===== config.mk =====
export PLATFORM = sky130hd
export DESIGN_NAME = smoothed_acceleration_estimator_top
export DESIGN_NICKNAME = d
export VERILOG_FILES = /design/src/sae_pkg.sv /design/src/sae_div.sv /design/src/smoothed_acceleration_estimator_top.sv
export SDC_FILE = /design/constraint.sdc
export NUM_CORES = 2
export LEC_CHECK = 0
export ABC_CLOCK_PERIOD_IN_PS = 12420
export BUFFER_PORTS_ARGS = -buffer_cell sky130_fd_sc_hd__buf_2
export CORE_MARGIN = 4
export CORE_UTILIZATION = 60
export DETAILED_ROUTE_END_ITERATION = 7
export PLACE_DENSITY = 0.77
export RECOVER_POWER = 100
export REMOVE_ABC_BUFFERS = 1
export SETUP_SLACK_MARGIN = 0.4
export SLEW_MARGIN = 20
export SYNTH_ARGS = -nofsm -noshare
export SYNTH_HDL_FRONTEND = slang
export SYNTH_SLANG_ARGS = --single-unit

===== constraint.sdc =====
create_clock -name clk -period 12.42 [get_ports clk]
set_clock_uncertainty 0.2 [all_clocks]
set_input_delay 1.242 -clock clk [delete_from_list [all_inputs] [get_ports clk]]
set_output_delay 1.242 -clock clk [all_outputs]
set_load 0.005 [all_outputs]

===== src/sae_pkg.sv =====
// Shared widths, constants, register indexes and types of the smoothed acceleration estimator.
package sae_pkg;

    // Field and register widths
    localparam int SPEED_W     = 20;
    localparam int TIME_W      = 48;
    localparam int ACCEL_W     = 32;
    localparam int GAIN_W      = 17;
    localparam int INTERVAL_W  = 20;
    localparam int CFG_INDEX_W = 4;
    localparam int CFG_DATA_W  = 20;

    // Datapath widths
    localparam int DV_W       = SPEED_W + 1;
    localparam int DIVIDEND_W = 41;
    localparam int DIVISOR_W  = TIME_W - 1;
    localparam int DIV_STEPS  = DIVIDEND_W;
    localparam int DIV_CNT_W  = $clog2(DIV_STEPS + 1);
    localparam int MUL_A_W    = 32;
    localparam int MUL_B_W    = 22;
    localparam int PROD_W     = MUL_A_W + MUL_B_W;
    localparam int SUM_W      = 49;
    localparam int FRAC_W     = 16;
    localparam int QUOT_S_W   = DIVIDEND_W + 1;

    // Constants
    localparam logic [GAIN_W-1:0]     GAIN_ONE       = 17'd65536;
    localparam logic [INTERVAL_W-1:0] INTERVAL_RESET = 20'd1000;
    localparam logic [MUL_B_W-1:0]    US_PER_S       = 22'd1000000;

    // Configuration register indexes
    localparam logic [CFG_INDEX_W-1:0] REG_SMOOTHING_GAIN = 4'd0;
    localparam logic [CFG_INDEX_W-1:0] REG_MIN_INTERVAL   = 4'd1;

    // Sequencer states
    typedef enum logic [2:0] {
        ST_IDLE,
        ST_MUL_DV,
        ST_DIV_START,
        ST_DIV_WAIT,
        ST_MUL_NEW,
        ST_MUL_OLD,
        ST_SUM,
        ST_DONE
    } sae_state_t;

    // Divider status toward the sequencer
    typedef struct packed {
        logic busy;
        logic done;
    } div_status_t;

endpackage


===== src/sae_div.sv =====
// Radix-2 restoring unsigned divider, one quotient bit per cycle.
module sae_div (
    input  logic                              clk,
    input  logic                              rst_n,
    input  logic                              start,
    input  logic [sae_pkg::DIVIDEND_W-1:0]    dividend,
    input  logic [sae_pkg::DIVISOR_W-1:0]     divisor,
    output sae_pkg::div_status_t              status,
    output logic [sae_pkg::DIVIDEND_W-1:0]    quotient
);
    import sae_pkg::*;

    logic                  busy_reg;
    logic                  done_reg;
    logic [DIV_CNT_W-1:0]  cnt_reg;
    logic [DIVIDEND_W-1:0] quo_reg;
    logic [DIVISOR_W-1:0]  rem_reg;
    logic [DIVISOR_W-1:0]  dsr_reg;

    logic [DIVISOR_W:0]    rem_shift;
    logic [DIVISOR_W+1:0]  diff;
    logic                  q_bit;
    logic [DIVISOR_W-1:0]  rem_next;

    // Shift in the next dividend bit and try a subtract
    always_comb
    begin
        rem_shift = {rem_reg, quo_reg[DIVIDEND_W-1]};
        diff      = {1'b0, rem_shift} - {2'b00, dsr_reg};
        q_bit     = ~diff[DIVISOR_W+1];
        rem_next  = q_bit ? diff[DIVISOR_W-1:0] : rem_shift[DIVISOR_W-1:0];
    end

    // Step control
    always_ff @(posedge clk or negedge rst_n)
    begin
        if (!rst_n)
        begin
            busy_reg <= 1'b0;
            done_reg <= 1'b0;
            cnt_reg  <= '0;
        end
        else
        begin
            done_reg <= 1'b0;
            if (start)
            begin
                busy_reg <= 1'b1;
                cnt_reg  <= DIV_CNT_W'(DIV_STEPS);
            end
            else if (busy_reg)
            begin
                cnt_reg <= cnt_reg - 1'b1;
                if (cnt_reg == DIV_CNT_W'(1))
                begin
                    busy_reg <= 1'b0;
                    done_reg <= 1'b1;
                end
            end
        end
    end

    // Partial remainder and quotient shift register
    always_ff @(posedge clk)
    begin
        if (start)
        begin
            rem_reg <= '0;
            quo_reg <= dividend;
            dsr_reg <= divisor;
        end
        else if (busy_reg)
        begin
            rem_reg <= rem_next;
            quo_reg <= {quo_reg[DIVIDEND_W-2:0], q_bit};
        end
    end

    assign status.busy = busy_reg;
    assign status.done = done_reg;
    assign quotient    = quo_reg;

endmodule


===== src/smoothed_acceleration_estimator_top.sv =====
// Smoothed acceleration estimator top level: sequencer, shared multiplier and divider.
// Input channel (in_valid/in_ready) takes one velocity sample with its microsecond
// timestamp; output channel (out_valid/out_ready) returns one filtered acceleration
// (Q10 m/s^2) per sample, in order. cfg_valid/cfg_index/cfg_data writes the smoothing
// gain (index 0) and the minimum time step (index 1); cfg_ready is always high.
// Each sample runs through one signed 32x22 multiplier used three times (dv times
// 10^6, new-value weighting, old-value weighting) and a 41-step restoring divider.
// A sample passes MUL_DV, DIV_START, DIV_WAIT (divider steps and done strobe), MUL_NEW,
// MUL_OLD, SUM and DONE before out_valid rises. in_ready returns together with
// out_valid, so a new sample is taken once the last result is loaded. After reset the
// first sample skips the arithmetic, going to DONE with zero. in_ready is high only
// while the sequencer is idle, so one sample is in work at a time; a finished result
// sits in the output register while the next sample is taken. If the receiver stalls,
// the sequencer holds the following result until the output register is free.
// Reset clears the history (no previous sample) and loads gain 65536 and a minimum
// step of 1000 us; the block is ready on the first cycle after reset.
module smoothed_acceleration_estimator_top (
    input  logic                                   clk,
    input  logic                                   rst_n,
    input  logic                                   in_valid,
    output logic                                   in_ready,
    input  logic signed [sae_pkg::SPEED_W-1:0]     speed,
    input  logic        [sae_pkg::TIME_W-1:0]      sample_time,
    output logic                                   out_valid,
    input  logic                                   out_ready,
    output logic signed [sae_pkg::ACCEL_W-1:0]     acceleration,
    input  logic                                   cfg_valid,
    output logic                                   cfg_ready,
    input  logic        [sae_pkg::CFG_INDEX_W-1:0] cfg_index,
    input  logic        [sae_pkg::CFG_DATA_W-1:0]  cfg_data
);
    import sae_pkg::*;

    function automatic logic signed [ACCEL_W-1:0] sat32(input logic signed [QUOT_S_W-1:0] v);
        logic signed [QUOT_S_W-1:0] hi;
        logic signed [QUOT_S_W-1:0] lo;
        hi = QUOT_S_W'({1'b0, {(ACCEL_W-1){1'b1}}});
        lo = -hi - QUOT_S_W'(1);
        if (v > hi)
            return hi[ACCEL_W-1:0];
        else if (v < lo)
            return lo[ACCEL_W-1:0];
        else
            return v[ACCEL_W-1:0];
    endfunction

    sae_state_t state_reg;
    sae_state_t state_next;

    // Configuration
    logic [GAIN_W-1:0]     gain_reg;
    logic [INTERVAL_W-1:0] min_interval_reg;
    logic [GAIN_W-1:0]     gain_eff;
    logic [INTERVAL_W-1:0] min_eff;

    // History
    logic                      have_prev_reg;
    logic signed [SPEED_W-1:0] prev_speed_reg;
    logic [TIME_W-1:0]         prev_time_reg;
    logic signed [ACCEL_W-1:0] prev_accel_reg;

    // Working registers
    logic signed [SPEED_W-1:0] speed_reg;
    logic [TIME_W-1:0]         time_reg;
    logic [DIVISOR_W-1:0]      dt_reg;
    logic signed [PROD_W-1:0]  prod_reg;
    logic                      neg_reg;
    logic signed [ACCEL_W-1:0] raw_reg;
    logic signed [SUM_W-1:0]   acc_reg;
    logic signed [ACCEL_W-1:0] result_reg;
    logic                      out_valid_reg;
    logic signed [ACCEL_W-1:0] out_data_reg;

    // Control from the output decode
    logic                      in_take;
    logic                      div_start;
    logic                      out_load;
    logic signed [MUL_A_W-1:0] mul_a;
    logic signed [MUL_B_W-1:0] mul_b;

    // Datapath nets
    logic signed [DV_W-1:0]     dv;
    logic [TIME_W-1:0]          d_raw;
    logic                       d_short;
    logic signed [PROD_W-1:0]   prod;
    logic [PROD_W-1:0]          prod_mag;
    div_status_t                div_stat;
    logic [DIVIDEND_W-1:0]      quotient;
    logic signed [QUOT_S_W-1:0] quot_s;
    logic signed [SUM_W-1:0]    sum;

    sae_div u_div (
        .clk      (clk),
        .rst_n    (rst_n),
        .start    (div_start),
        .dividend (prod_mag[DIVIDEND_W-1:0]),
        .divisor  (dt_reg),
        .status   (div_stat),
        .quotient (quotient)
    );

    // Clamp configuration to its working range
    assign gain_eff = (gain_reg > GAIN_ONE) ? GAIN_ONE : gain_reg;
    assign min_eff  = (min_interval_reg == '0) ? INTERVAL_W'(1) : min_interval_reg;

    // Arithmetic around the shared multiplier and divider
    always_comb
    begin
        dv       = DV_W'(speed_reg) - DV_W'(prev_speed_reg);
        d_raw    = time_reg - prev_time_reg;
        d_short  = d_raw[TIME_W-1] || (d_raw < TIME_W'(min_eff));
        prod     = mul_a * mul_b;
        prod_mag = prod_reg[PROD_W-1] ? PROD_W'(-prod_reg) : PROD_W'(prod_reg);
        quot_s   = neg_reg ? -$signed({1'b0, quotient}) : $signed({1'b0, quotient});
        sum      = acc_reg + $signed(prod_reg[SUM_W-1:0]);
    end

    // Next state
    always_comb
    begin
        state_next = state_reg;
        unique case (state_reg)
            ST_IDLE:
            begin
                if (in_valid)
                    state_next = have_prev_reg ? ST_MUL_DV : ST_DONE;
            end
            ST_MUL_DV:    state_next = ST_DIV_START;
            ST_DIV_START: state_next = ST_DIV_WAIT;
            ST_DIV_WAIT:
            begin
                if (div_stat.done)
                    state_next = ST_MUL_NEW;
            end
            ST_MUL_NEW:   state_next = ST_MUL_OLD;
            ST_MUL_OLD:   state_next = ST_SUM;
            ST_SUM:       state_next = ST_DONE;
            ST_DONE:
            begin
                if (out_load)
                    state_next = ST_IDLE;
            end
            default:      state_next = ST_IDLE;
        endcase
    end

    // Output decode: handshakes, divider start, multiplier operands
    always_comb
    begin
        in_take   = 1'b0;
        div_start = 1'b0;
        out_load  = 1'b0;
        mul_a     = '0;
        mul_b     = '0;
        unique case (state_reg)
            ST_IDLE:      in_take = 1'b1;
            ST_MUL_DV:
            begin
                mul_a = MUL_A_W'(dv);
                mul_b = $signed(US_PER_S);
            end
            ST_DIV_START: div_start = 1'b1;
            ST_MUL_NEW:
            begin
                mul_a = raw_reg;
                mul_b = $signed(MUL_B_W'(gain_eff));
            end
            ST_MUL_OLD:
            begin
                mul_a = prev_accel_reg;
                mul_b = $signed(MUL_B_W'(GAIN_ONE - gain_eff));
            end
            ST_DONE:      out_load = !out_valid_reg || out_ready;
            default:      in_take = 1'b0;
        endcase
    end

    assign in_ready     = in_take;
    assign cfg_ready    = 1'b1;
    assign out_valid    = out_valid_reg;
    assign acceleration = out_data_reg;

    // Control state, configuration and history
    always_ff @(posedge clk or negedge rst_n)
    begin
        if (!rst_n)
        begin
            state_reg        <= ST_IDLE;
            gain_reg         <= GAIN_ONE;
            min_interval_reg <= INTERVAL_RESET;
            have_prev_reg    <= 1'b0;
            prev_speed_reg   <= '0;
            prev_time_reg    <= '0;
            prev_accel_reg   <= '0;
            out_valid_reg    <= 1'b0;
        end
        else
        begin
            state_reg <= state_next;
            if (cfg_valid)
            begin
                unique case (cfg_index)
                    REG_SMOOTHING_GAIN: gain_reg         <= cfg_data[GAIN_W-1:0];
                    REG_MIN_INTERVAL:   min_interval_reg <= cfg_data[INTERVAL_W-1:0];
                    default:            gain_reg         <= gain_reg;
                endcase
            end
            if (out_load)
            begin
                out_valid_reg  <= 1'b1;
                have_prev_reg  <= 1'b1;
                prev_speed_reg <= speed_reg;
                prev_time_reg  <= time_reg;
                prev_accel_reg <= result_reg;
            end
            else if (out_ready)
            begin
                out_valid_reg <= 1'b0;
            end
        end
    end

    // Working payload registers
    always_ff @(posedge clk)
    begin
        if (in_take && in_valid)
        begin
            speed_reg <= speed;
            time_reg  <= sample_time;
            if (!have_prev_reg)
                result_reg <= '0;
        end
        if (state_reg == ST_MUL_DV)
        begin
            prod_reg <= prod;
            dt_reg   <= d_short ? DIVISOR_W'(min_eff) : d_raw[DIVISOR_W-1:0];
        end
        if (state_reg == ST_DIV_START)
            neg_reg <= prod_reg[PROD_W-1];
        if (state_reg == ST_DIV_WAIT && div_stat.done)
            raw_reg <= sat32(quot_s);
        if (state_reg == ST_MUL_NEW)
            prod_reg <= prod;
        if (state_reg == ST_MUL_OLD)
        begin
            acc_reg  <= $signed(prod_reg[SUM_W-1:0]);
            prod_reg <= prod;
        end
        if (state_reg == ST_SUM)
            result_reg <= sat32($signed({{(QUOT_S_W-SUM_W+FRAC_W){sum[SUM_W-1]}},
                                         sum[SUM_W-1:FRAC_W]}));
        if (out_load)
            out_data_reg <= result_reg;
    end

`ifndef SYNTHESIS
    // Divider is only started when idle
    assert property (@(posedge clk) disable iff (!rst_n)
        div_start |-> !div_stat.busy)
        else $error("divider started while busy");

    // Divider finishes only while the sequencer waits for it
    assert property (@(posedge clk) disable iff (!rst_n)
        div_stat.done |-> (state_reg == ST_DIV_WAIT))
        else $error("divider done outside wait state");

    // First sample after reset goes straight to a zero result
    assert property (@(posedge clk) disable iff (!rst_n)
        (in_valid && in_ready && !have_prev_reg) |=>
            (state_reg == ST_DONE) && (result_reg == '0))
        else $error("first sample did not yield zero");

    // A result is loaded only when the output register is free or draining
    assert property (@(posedge clk) disable iff (!rst_n)
        (out_valid && !out_ready) |=> $stable(prev_time_reg))
        else $error("history updated while output stalled");
`endif

endmodule

==> out/qor.yml <==
violations: "capacitance limit, slew limit"
die_area_sq_mm: 0.0975
critical_path.slowest_cell: "nor2_1"
first_iter_violations: 3942
vdd_drop_max_mv: 0.157
synth-seq-cells: 596
largest_register_ff_count: 50
core_area_sq_mm: 0.0917
rr_startpoint: "gain_reg[4]"
grt_antenna_before_repair: 0
start_kind: "flip-flop"
slowest_delay_ns: 1.25
post-dp-hpwl_um: 118000
cp.required_ns: 12.59
worst-path-max-fanout: 13
path_common_cell: "fa_1"
grt_pass1_wl_um: 234000
r2r_end: "prod_reg[53]"
clock_latency_ns: 0.64
max_slew_margin_pct: -175
critPathArrivalTime_ns: 11.98
cts_inserted_buffers: 67
drive_above_1_share_pct: 7.50
ys_async_sr_fraction_pct: 25.2
min_period_ns: 11.81
ant_nets: 0
yosysMostFrequentCell: "inv_1"
dr.pass1.iters: 8
slew_violations: 997
syn_inst: 5587
ff2ff_setup_slack_ns: 0.61
hold_viol_final: 0
stdcell_area_sq_mm: 0.0600
powerDensity_mw_per_mm2: 156
grt_overflow: 0
n_fill_cell: 7245
synth_area_per_cell_sq_um: 9.94
tightest_slew_ns: 4.13
place_congestion: 1.01
critPathCaptureType: "flip-flop"
viasPerCell: 5.86
grt_max_degree: 95
grt_pass1_vias: 41628
timing.hold.ws_ns: 0.212
place_area_sq_mm: 0.0579
area_delta_synth_final_pct: 8.16
ios: 132
io_buffer_count: 130
initial_core_util_pct: 60.6
cts_root_buf: "clkbuf_16"
r2r_cells: 32
leakage_nw: 27.9
synth_commonest_cells: "inv_1 (948), fa_1 (703), nand2_1 (699), edfxtp_1 (399), nor2_1 (353)"
ys_types: 94
cts_tree: "done"
track_usage_pct: 30.9
pre_cts_ws_ns: 0.613
finalWorstSetupSlack_ns: 0.614
h-tree-depth: 3
drt-total-wl_um: 149000
n_antenna_cell: 0
yosys-top-cells-area: "fa_1 (25%), edfxtp_1 (22%), ha_1 (7.7%), dfrtp_1 (6.4%), inv_1 (6.4%)"
setup_viol: 0
worstSetupEndpoint: "prod_reg[53]"
outcome: "finished, violations left"
hp-class: "reg -> reg"
rsz0062_at_grt: "no"
fin_crit_sh_pct: 95.1
clkSinkCount: 596
cap_violations: 23
clk_pin_slew_worst_paths_ns: 0.06
cp-startpoint: "gain_reg[4]"
final_nets: 6895
fmax_mhz: 84.7
yosysWarnings: 0
rows: 111
netlist.area_leader.share_pct: 25.4
syn-cell-area_sq_mm: 0.0555
clockBufferDepth: 3
yosysSeqAreaShare_pct: 30.1
postCtsHoldBufs: 0
yosysTopAreaCell: "fa_1"
num_vias: 41025
wire_per_inst_um: 21.3
route.detailed.drc: 0
fp.dieH_um: 312
path_class: "reg -> reg"
synth_edf_count: 399
ys.flop_type: "edfxtp_1"
fin_tns_setup_ns: 0
die_w_um: 312
power breakdown:
part	switching, mW	total, mW	internal, mW
Clock	0.844	2.00	1.15
Combinational	2.85	4.76	1.91
Sequential	0.163	2.58	2.42
layer usage:
| layer | global-route usage [%] | part of all wire [%] | routed length (um) | vias up |
|---|---|---|---|---|
| met5 | 0.148 | 0 | 0 | - |
| met4 | 9.93 | 3.5 | 5150 | 0 |
| met3 | 10.5 | 12 | 18200 | 300 |
| met1 | 42.6 | 40 | 60100 | 20304 |
| met2 | 46.3 | 44 | 65600 | 1914 |
| li1 | - | - | - | 18507 |
layout by cell type (no fill, tap or decap), drive strengths merged, types with 24 or more instances in the layout:
master    n
xnor2   136
dfrtp   143
inv     955
o21ai   371
fa      703
nand2b   49
o31ai    40
edfxtp  399
nand3    52
buf     181
or3      24
xor2    127
o21a     24
a21o     99
mux2     91
nor3     57
nor2    353
clkbuf  134
ha      340
nor2b    30
nand4    32
mux2i    47
clkinv   28
conb     66
and2     53
dfxtp    47
a21oi   200
nand2   699
cell families after synthesis:
logic type / Yosys count / synth area share (%)
AO/OA/AOI/OAI: 955 / 10.7
buffers and inverters: 1147 / 7.82
flip-flops: 596 / 30.1
AND/OR/NAND/NOR: 1443 / 11.4
other: 2 / 0.0135
XOR/XNOR: 263 / 4.15
multiplexers: 138 / 2.80
adder cells (fa/ha/maj): 1043 / 33.0
worst max-delay path: cells and delay by family, from the launching register on:
kind	cells	cell delay, ns
fa+ha+maj	9	3.95
compound gates	9	2.79
simple gates	7	2.77
buf+inv	6	1.25
flops	1	0.44
xor+xnor	1	0.12
final cells by class:
cell class / instances / area, sq um / share of cell area, %
timing repair buffer: 232 / 1300 / 2.16
multi-input combinational: 3908 / 34800 / 57.9
clock buffer: 83 / 1800 / 3.00
sequential: 596 / 16700 / 27.8
clock inverter: 41 / 415 / 0.692
tap: 1186 / 1480 / 2.47
inverter: 950 / 3570 / 5.95
repair_timing:
action | 4_1_cts | 5_1_grt
setup buffers | 0 | 5
endpoints found under the setup margin | 0 | 4
gates resized for setup | 0 | 8
worst min-delay path by stage:
stage	startpoint	to	cells after the start
after CTS	dt_reg[9]	u_div.dsr_reg[9]	0
final	dt_reg[13]	u_div.dsr_reg[13]	0
after detailed placement	dt_reg[18]	u_div.dsr_reg[18]	0
after global placement	dt_reg[17]	u_div.dsr_reg[17]	0
after floorplan	dt_reg[0]	u_div.dsr_reg[0]	0
after global routing	dt_reg[9]	u_div.dsr_reg[9]	0
stage by stage:
step,total power [mW],cells,utilization (%)
final,9.34,6996,65.5
after global routing,10.0,6996,65.5
after CTS,9.29,6991,65.6
after detailed placement,7.26,6867,63.2
after global placement,7.16,6867,63.2
after floorplan,5.98,5454,-
Power figures use the tool's default switching activity.
